===== src/svf_pkg.sv =====
// ----------------------------------------------------------------------------
// svf_pkg
// shared types, constants and helpers for the state-variable filter core
// ----------------------------------------------------------------------------
package svf_pkg;

  localparam int unsigned SampleW = 16;
  localparam int unsigned CoefW   = 16;
  localparam int unsigned StateW  = 24;
  localparam int unsigned QW      = 17;   // damping q, 0..32768
  localparam int unsigned FracW   = 15;   // q1.15 scaling

  // shared multiplier operand widths
  localparam int unsigned MulAW   = 18;
  localparam int unsigned MulBW   = 25;
  localparam int unsigned ProdW   = MulAW + MulBW;
  localparam int unsigned ShW     = ProdW - FracW;

  localparam int unsigned InDataW  = 48;
  localparam int unsigned OutDataW = 96;

  localparam logic [QW-1:0] QOne = QW'(32768);

  typedef enum logic [3:0] {
    S_IDLE,
    S_QQ,
    S_FB,
    S_QX,
    S_QQB,
    S_HI,
    S_FH,
    S_BP
  } svf_state_e;

  typedef enum logic [2:0] {
    OP_QQ,
    OP_FB,
    OP_QX,
    OP_QQB,
    OP_FH
  } svf_op_e;

  typedef struct packed {
    logic    mul_en;
    svf_op_e op_sel;
    logic    ld_qq;
    logic    ld_lo;
    logic    ld_qx;
    logic    ld_hi;
    logic    ld_out;
  } svf_ctrl_t;

  function automatic logic signed [StateW-1:0] sat24(input logic signed [31:0] v);
    logic signed [31:0] hi_lim;
    logic signed [31:0] lo_lim;
    hi_lim = 32'sd8388607;
    lo_lim = -32'sd8388608;
    if (v > hi_lim) begin
      sat24 = hi_lim[StateW-1:0];
    end else if (v < lo_lim) begin
      sat24 = lo_lim[StateW-1:0];
    end else begin
      sat24 = v[StateW-1:0];
    end
  endfunction

endpackage


===== src/svf_mul.sv =====
// ----------------------------------------------------------------------------
// svf_mul
// shared signed multiplier with registered product
// ----------------------------------------------------------------------------
module svf_mul #(
  parameter int unsigned AW = svf_pkg::MulAW,
  parameter int unsigned BW = svf_pkg::MulBW
) (
  input  logic                    clk_i,
  input  logic                    en_i,
  input  logic signed [AW-1:0]    a_i,
  input  logic signed [BW-1:0]    b_i,
  output logic signed [AW+BW-1:0] p_o
);

  logic signed [AW+BW-1:0] p_q;
  logic signed [AW+BW-1:0] p_d;

  assign p_d = (AW+BW)'(a_i) * (AW+BW)'(b_i);

  always_ff @(posedge clk_i) begin
    if (en_i) begin
      p_q <= p_d;
    end
  end

  assign p_o = p_q;

endmodule


===== src/svf_seq.sv =====
// ----------------------------------------------------------------------------
// svf_seq
// sequencer stepping one sample through the shared multiplier
// ----------------------------------------------------------------------------
module svf_seq (
  input  logic                clk_i,
  input  logic                rst_ni,
  input  logic                in_valid_i,
  input  logic                out_busy_i,
  output logic                in_ready_o,
  output svf_pkg::svf_ctrl_t  ctrl_o
);

  svf_pkg::svf_state_e state_q, state_d;

  always_ff @(posedge clk_i or negedge rst_ni) begin
    if (!rst_ni) begin
      state_q <= svf_pkg::S_IDLE;
    end else begin
      state_q <= state_d;
    end
  end

  always_comb begin
    state_d = state_q;
    case (state_q)
      svf_pkg::S_IDLE: if (in_valid_i) state_d = svf_pkg::S_QQ;
      svf_pkg::S_QQ:   state_d = svf_pkg::S_FB;
      svf_pkg::S_FB:   state_d = svf_pkg::S_QX;
      svf_pkg::S_QX:   state_d = svf_pkg::S_QQB;
      svf_pkg::S_QQB:  state_d = svf_pkg::S_HI;
      svf_pkg::S_HI:   state_d = svf_pkg::S_FH;
      svf_pkg::S_FH:   state_d = svf_pkg::S_BP;
      svf_pkg::S_BP:   if (!out_busy_i) state_d = svf_pkg::S_IDLE;
      default:         state_d = svf_pkg::S_IDLE;
    endcase
  end

  always_comb begin
    in_ready_o    = 1'b0;
    ctrl_o        = '0;
    ctrl_o.op_sel = svf_pkg::OP_QQ;
    case (state_q)
      svf_pkg::S_IDLE: in_ready_o = 1'b1;
      svf_pkg::S_QQ: begin
        ctrl_o.mul_en = 1'b1;
        ctrl_o.op_sel = svf_pkg::OP_QQ;
      end
      svf_pkg::S_FB: begin
        ctrl_o.mul_en = 1'b1;
        ctrl_o.op_sel = svf_pkg::OP_FB;
        ctrl_o.ld_qq  = 1'b1;
      end
      svf_pkg::S_QX: begin
        ctrl_o.mul_en = 1'b1;
        ctrl_o.op_sel = svf_pkg::OP_QX;
        ctrl_o.ld_lo  = 1'b1;
      end
      svf_pkg::S_QQB: begin
        ctrl_o.mul_en = 1'b1;
        ctrl_o.op_sel = svf_pkg::OP_QQB;
        ctrl_o.ld_qx  = 1'b1;
      end
      svf_pkg::S_HI:   ctrl_o.ld_hi = 1'b1;
      svf_pkg::S_FH: begin
        ctrl_o.mul_en = 1'b1;
        ctrl_o.op_sel = svf_pkg::OP_FH;
      end
      svf_pkg::S_BP:   ctrl_o.ld_out = !out_busy_i;
      default:         in_ready_o = 1'b0;
    endcase
  end

endmodule


===== src/state_variable_filter_core.sv =====
// ----------------------------------------------------------------------------
// state_variable_filter_core
// two-pole resonant state-variable filter, fixed point, one sample per beat
// ----------------------------------------------------------------------------
// Each input beat carries a 16-bit sample, a q1.15 frequency coefficient f and
// a q1.15 resonance; damping is q = 1 - resonance (resonance clamped to one).
// The core runs low += f*band, high = q*x - low - q*q*band, band += f*high,
// notch = low + high, with products floored after the 15-bit shift and every
// sum saturated to 24 bits. Low and band persist between samples and clear on
// reset. All five products go through one shared 18x25 multiplier with a
// registered product, stepped by a small sequencer through its steps QQ, FB,
// QX, QQB, HI, FH and BP; a sample occupies the core from acceptance until the
// result register is loaded, and s_axis_tready is high only while the core
// is idle. A finished result waits in the output register and the next sample
// is taken meanwhile; the core only holds in its last step if the previous
// result has still not been taken.
module state_variable_filter_core (
  input  logic                         clk_i,
  input  logic                         rst_ni,
  // sample [15:0], freq_coef [31:16], resonance [47:32]
  input  logic [svf_pkg::InDataW-1:0]  s_axis_tdata,
  input  logic                         s_axis_tvalid,
  output logic                         s_axis_tready,
  // lowpass [23:0], bandpass [47:24], highpass [71:48], notch [95:72]
  output logic [svf_pkg::OutDataW-1:0] m_axis_tdata,
  output logic                         m_axis_tvalid,
  input  logic                         m_axis_tready
);

  localparam int unsigned SW = svf_pkg::StateW;

  svf_pkg::svf_ctrl_t ctrl;
  logic               in_ready;
  logic               accept;
  logic               out_busy;

  // latched operands of the current sample
  logic signed [svf_pkg::SampleW-1:0] x_q;
  logic        [svf_pkg::CoefW-1:0]   f_q;
  logic        [svf_pkg::QW-1:0]      q_q;
  logic        [svf_pkg::QW-1:0]      q_d;
  logic        [svf_pkg::QW-1:0]      res_clamp;

  // filter state and intermediate results
  logic signed [SW-1:0] low_q, band_q;
  logic signed [SW-1:0] lo_q, hi_q;
  logic        [svf_pkg::QW-1:0] qq_q;
  logic signed [17:0]   qx_q;

  // shared multiplier
  logic signed [svf_pkg::MulAW-1:0] mul_a;
  logic signed [svf_pkg::MulBW-1:0] mul_b;
  logic signed [svf_pkg::ProdW-1:0] prod;
  logic signed [svf_pkg::ShW-1:0]   prod_sh;

  // output register
  logic                             out_valid_q, out_valid_d;
  logic [svf_pkg::OutDataW-1:0]     out_data_q;
  logic signed [SW-1:0]             bp_new, notch_new;

  assign accept   = s_axis_tvalid && in_ready;
  assign out_busy = out_valid_q && !m_axis_tready;

  svf_seq u_seq (
    .clk_i      (clk_i),
    .rst_ni     (rst_ni),
    .in_valid_i (s_axis_tvalid),
    .out_busy_i (out_busy),
    .in_ready_o (in_ready),
    .ctrl_o     (ctrl)
  );

  // clamp resonance to one, then damping q = 1 - resonance
  always_comb begin
    if (s_axis_tdata[47:32] > 16'd32768) begin
      res_clamp = svf_pkg::QOne;
    end else begin
      res_clamp = svf_pkg::QW'(s_axis_tdata[47:32]);
    end
    q_d = svf_pkg::QOne - res_clamp;
  end

  always_ff @(posedge clk_i) begin
    if (accept) begin
      x_q <= $signed(s_axis_tdata[15:0]);
      f_q <= s_axis_tdata[31:16];
      q_q <= q_d;
    end
  end

  // operand select for the shared multiplier
  always_comb begin
    case (ctrl.op_sel)
      svf_pkg::OP_QQ: begin
        mul_a = $signed({1'b0, q_q});
        mul_b = $signed(svf_pkg::MulBW'(q_q));
      end
      svf_pkg::OP_FB: begin
        mul_a = $signed(svf_pkg::MulAW'(f_q));
        mul_b = svf_pkg::MulBW'(band_q);
      end
      svf_pkg::OP_QX: begin
        mul_a = $signed({1'b0, q_q});
        mul_b = svf_pkg::MulBW'(x_q);
      end
      svf_pkg::OP_QQB: begin
        mul_a = $signed({1'b0, qq_q});
        mul_b = svf_pkg::MulBW'(band_q);
      end
      svf_pkg::OP_FH: begin
        mul_a = $signed(svf_pkg::MulAW'(f_q));
        mul_b = svf_pkg::MulBW'(hi_q);
      end
      default: begin
        mul_a = '0;
        mul_b = '0;
      end
    endcase
  end

  svf_mul #(
    .AW (svf_pkg::MulAW),
    .BW (svf_pkg::MulBW)
  ) u_mul (
    .clk_i (clk_i),
    .en_i  (ctrl.mul_en),
    .a_i   (mul_a),
    .b_i   (mul_b),
    .p_o   (prod)
  );

  // arithmetic shift floors the q1.15 product
  assign prod_sh = prod[svf_pkg::ProdW-1:svf_pkg::FracW];

  // intermediate results, each loaded in the sequencer step after its product
  always_ff @(posedge clk_i) begin
    if (ctrl.ld_qq) begin
      qq_q <= prod_sh[svf_pkg::QW-1:0];
    end
    if (ctrl.ld_lo) begin
      lo_q <= svf_pkg::sat24(32'(low_q) + 32'(prod_sh));
    end
    if (ctrl.ld_qx) begin
      qx_q <= prod_sh[17:0];
    end
    if (ctrl.ld_hi) begin
      hi_q <= svf_pkg::sat24(32'(qx_q) - 32'(lo_q) - 32'(prod_sh));
    end
  end

  assign bp_new    = svf_pkg::sat24(32'(band_q) + 32'(prod_sh));
  assign notch_new = svf_pkg::sat24(32'(lo_q) + 32'(hi_q));

  // filter state, cleared on reset
  always_ff @(posedge clk_i or negedge rst_ni) begin
    if (!rst_ni) begin
      low_q  <= '0;
      band_q <= '0;
    end else if (ctrl.ld_out) begin
      low_q  <= lo_q;
      band_q <= bp_new;
    end
  end

  // output register holds the result beat until it is taken
  assign out_valid_d = ctrl.ld_out || out_busy;

  always_ff @(posedge clk_i or negedge rst_ni) begin
    if (!rst_ni) begin
      out_valid_q <= 1'b0;
    end else begin
      out_valid_q <= out_valid_d;
    end
  end

  always_ff @(posedge clk_i) begin
    if (ctrl.ld_out) begin
      out_data_q <= {notch_new, hi_q, bp_new, lo_q};
    end
  end

  assign s_axis_tready = in_ready;
  assign m_axis_tvalid = out_valid_q;
  assign m_axis_tdata  = out_data_q;

endmodule


===== config.mk =====
export PLATFORM = sky130hd
export DESIGN_NAME = state_variable_filter_core
export DESIGN_NICKNAME = d
export VERILOG_FILES = /design/src/svf_pkg.sv /design/src/svf_mul.sv /design/src/svf_seq.sv /design/src/state_variable_filter_core.sv
export SDC_FILE = /design/constraint.sdc
export NUM_CORES = 2
export LEC_CHECK = 0
export ABC_AREA = 0
export BUFFER_PORTS_ARGS = -buffer_cell sky130_fd_sc_hd__buf_2
export CORE_ASPECT_RATIO = 1.2
export CORE_MARGIN = 10
export CORE_UTILIZATION = 40
export DETAILED_ROUTE_END_ITERATION = 16
export SLEW_MARGIN = 5
export SYNTH_ARGS = -nofsm -noshare
export SYNTH_HDL_FRONTEND = slang
export SYNTH_HIERARCHICAL = 1
export SYNTH_SLANG_ARGS = --single-unit

===== constraint.sdc =====
create_clock -name clk_i -period 12.95 [get_ports clk_i]
set_input_delay 3.885 -clock clk_i [delete_from_list [all_inputs] [get_ports clk_i]]
set_output_delay 3.885 -clock clk_i [all_outputs]
set_load 0.01 [all_outputs]

==> flow_summary.yaml <==
flow_run:
  maxCapViolCount: 0
timing:
  maxSlewViolCount: 0
  fmax_mhz: 101
  fin_crit_ns: 9.95
  finalCritPeriodShare: 0.768
  hold_viol_final: 0
  worst_hold_slack_ns: 0.515
  relSlewSlack: 0.205
  worstMarginPinSlew_ns: 1.18
  clock_skew_ns: 0.0202
  setup_viol: 0
  grt_setup_unrepaired: "no"
  tns_ns: 0
route:
  post_drt_via_cell_ratio: 5.29
  wirelength_mm: 91.8
  wl_per_cell_um: 19.5
  first_pass_iters: 5
  drtAntennaViolNets: 0
  drtIter0Drc: 1330
  drcViolationCount: 0
  via_count: 24900
clock_tree:
  htreeDepth: 2
  cts_sinks: 308
  cts_root_buf: "clkbuf_16"
  cts_tree: "yes"
  cts_hold_buf: 0
  clk_latency_ns: 0.57
  cts_setup_buffers: 0
  clockBufferDepth: 3
  cts_resized: 0
  cts_buffers: 36
  clk_pin_slew_ns: 0.06
cells_and_area:
  layout-area-overhead-vs-synth_pct: 9.85
  drive_above_1_share: 0.101
  antenna_cells: 0
  fin_nets: 4301
die:
  dieWidth_um: 287
  initial_utilization: 0.403
  fp.dieH_um: 340
  dieArea_um2: 97600
  rows: 117
  num_io_pins: 150
  coreArea_um2: 84800
synth:
  synth_area_per_cell_um2: 9.87
  syn-instance-count: 3461
  synth_warnings: 6
  syn-cell-area_um2: 34200
setup_path:
  path_max_fanout: 68
  setup.worst_path.class: "reg -> reg"
  arrival_ns: 10.24
  cp-start-kind: "register"
  crit_path_end_kind: "register"
  r2r_cells: 27
  cp.required_ns: 13.25
global_routing:
  grt_pass1_wl_mm: 146
  grt_pass1_vias: 26500
  grt_overflow: 0
  grt_start_max_net_pins: 80
  track_usage: 0.189
  antenna_found_initial: 1
worst_hold_path:
  hp-class: "reg -> reg"
  holdPathStages: 1
run_status:
  outcome: "completed"
placed_design:
  routabilityCongestion: 0.913
  dp_hpwl_mm: 73.2
  io_buffer_count: 149
[cell usage in the layout (no fill, tap or decap), types with 9 or more instances in the layout]
master	n
a211oi_1	21
nor2b_1	21
o21ai_1	18
o21a_1	20
o211ai_1	30
a21o_1	77
mux2i_1	18
a31oi_1	18
inv_1	615
clkbuf_16	36
clkinv_2	9
nand4_1	18
a311oi_2	11
buf_2	149
nor2_1	132
o31ai_1	14
o21ai_0	140
o21ai_2	13
a21oi_1	149
ha_1	218
buf_4	52
nor3_1	29
o21bai_1	19
and2_1	168
o32ai_2	12
nand3_1	43
and3_1	12
edfxtp_1	256
a311oi_1	13
fa_1	472
nand2b_1	34
xnor2_1	79
dfrtp_1	52
nand2_1	375
xor2_1	50
mux2_2	29
[flip-flops by register name, indices dropped and copies added (netlist names), 16 cells and up]
name          count
band_q           24
f_q              16
hi_q             24
lo_q             24
low_q            24
m_axis_tdata     96
q_q              17
qq_q             17
qx_q             18
u_mul/p_o        28
x_q              16
[cell type report]
cell class	instances	area [um^2]
clock buffers	44	931
clock inverters	22	203
fillers	8150	47200
inverters	616	2310
multi-input cells	2396	22600
flip-flops and latches	308	8990
well taps	1130	1410
repair buffers	201	1140
[worst paths after layout]
| path | to | slack [ns] | start |
|---|---|---|---|
| max | u_mul/p_o[42] | 3.00 | u_seq/state_q[2] |
| min reg2reg | low_q[14] | 0.52 | low_q[14] |
| min in group asynchronous | m_axis_tvalid | 3.49 | rst_ni |
| max reg2reg | u_mul/p_o[42] | 3.00 | u_seq/state_q[2] |
| min | low_q[14] | 0.52 | low_q[14] |
| max in group asynchronous | low_q[22] | 8.90 | rst_ni |
[through the flow]
stage | std cells | setup slack, ns | utilization | cell area (um^2)
6_report | 4717 | 3.00 | 0.443 | 37500
5_1_grt | 4717 | 2.46 | 0.443 | 37500
4_1_cts | 4717 | 2.95 | 0.443 | 37500
3_5_place_dp | 4651 | 2.98 | 0.429 | 36400
3_3_place_gp | 4651 | 3.05 | 0.429 | 36400
2_1_floorplan | 3467 | 3.90 | - | 34200
[per-layer routing]
layer	wire length, um	vias to the layer above	global-route usage
li1	-	11500	-
met1	38200	12600	0.234
met2	45700	660	0.331
met3	5020	153	0.0317
met4	2940	2	0.0593
met5	11	-	0
[critical path, cell delays in order (launching register included)]
cell and delay [ns]:
dfrtp_1 0.65, nor3b_2 0.25, buf_4 0.29, o21bai_4 0.17
buf_4 0.68, mux2i_1 0.17, nor2_1 0.12, a21oi_1 0.06
o21ai_2 0.80, nand2_1 0.19, fa_1 0.54, fa_1 0.55
inv_1 0.05, fa_1 0.49, inv_1 0.06, fa_1 0.55
fa_1 0.43, fa_1 0.49, inv_1 0.04, ha_1 0.45
nand2_1 0.08, nor2_1 0.31, nor4bb_1 0.94, o21ai_1 0.30
a21boi_1 0.34, a311o_1 0.33, and4_1 0.22, nor3_1 0.05
Power is not shown: default switching activity piles up to over one toggle a cycle in this logic, so the estimate is an artifact.
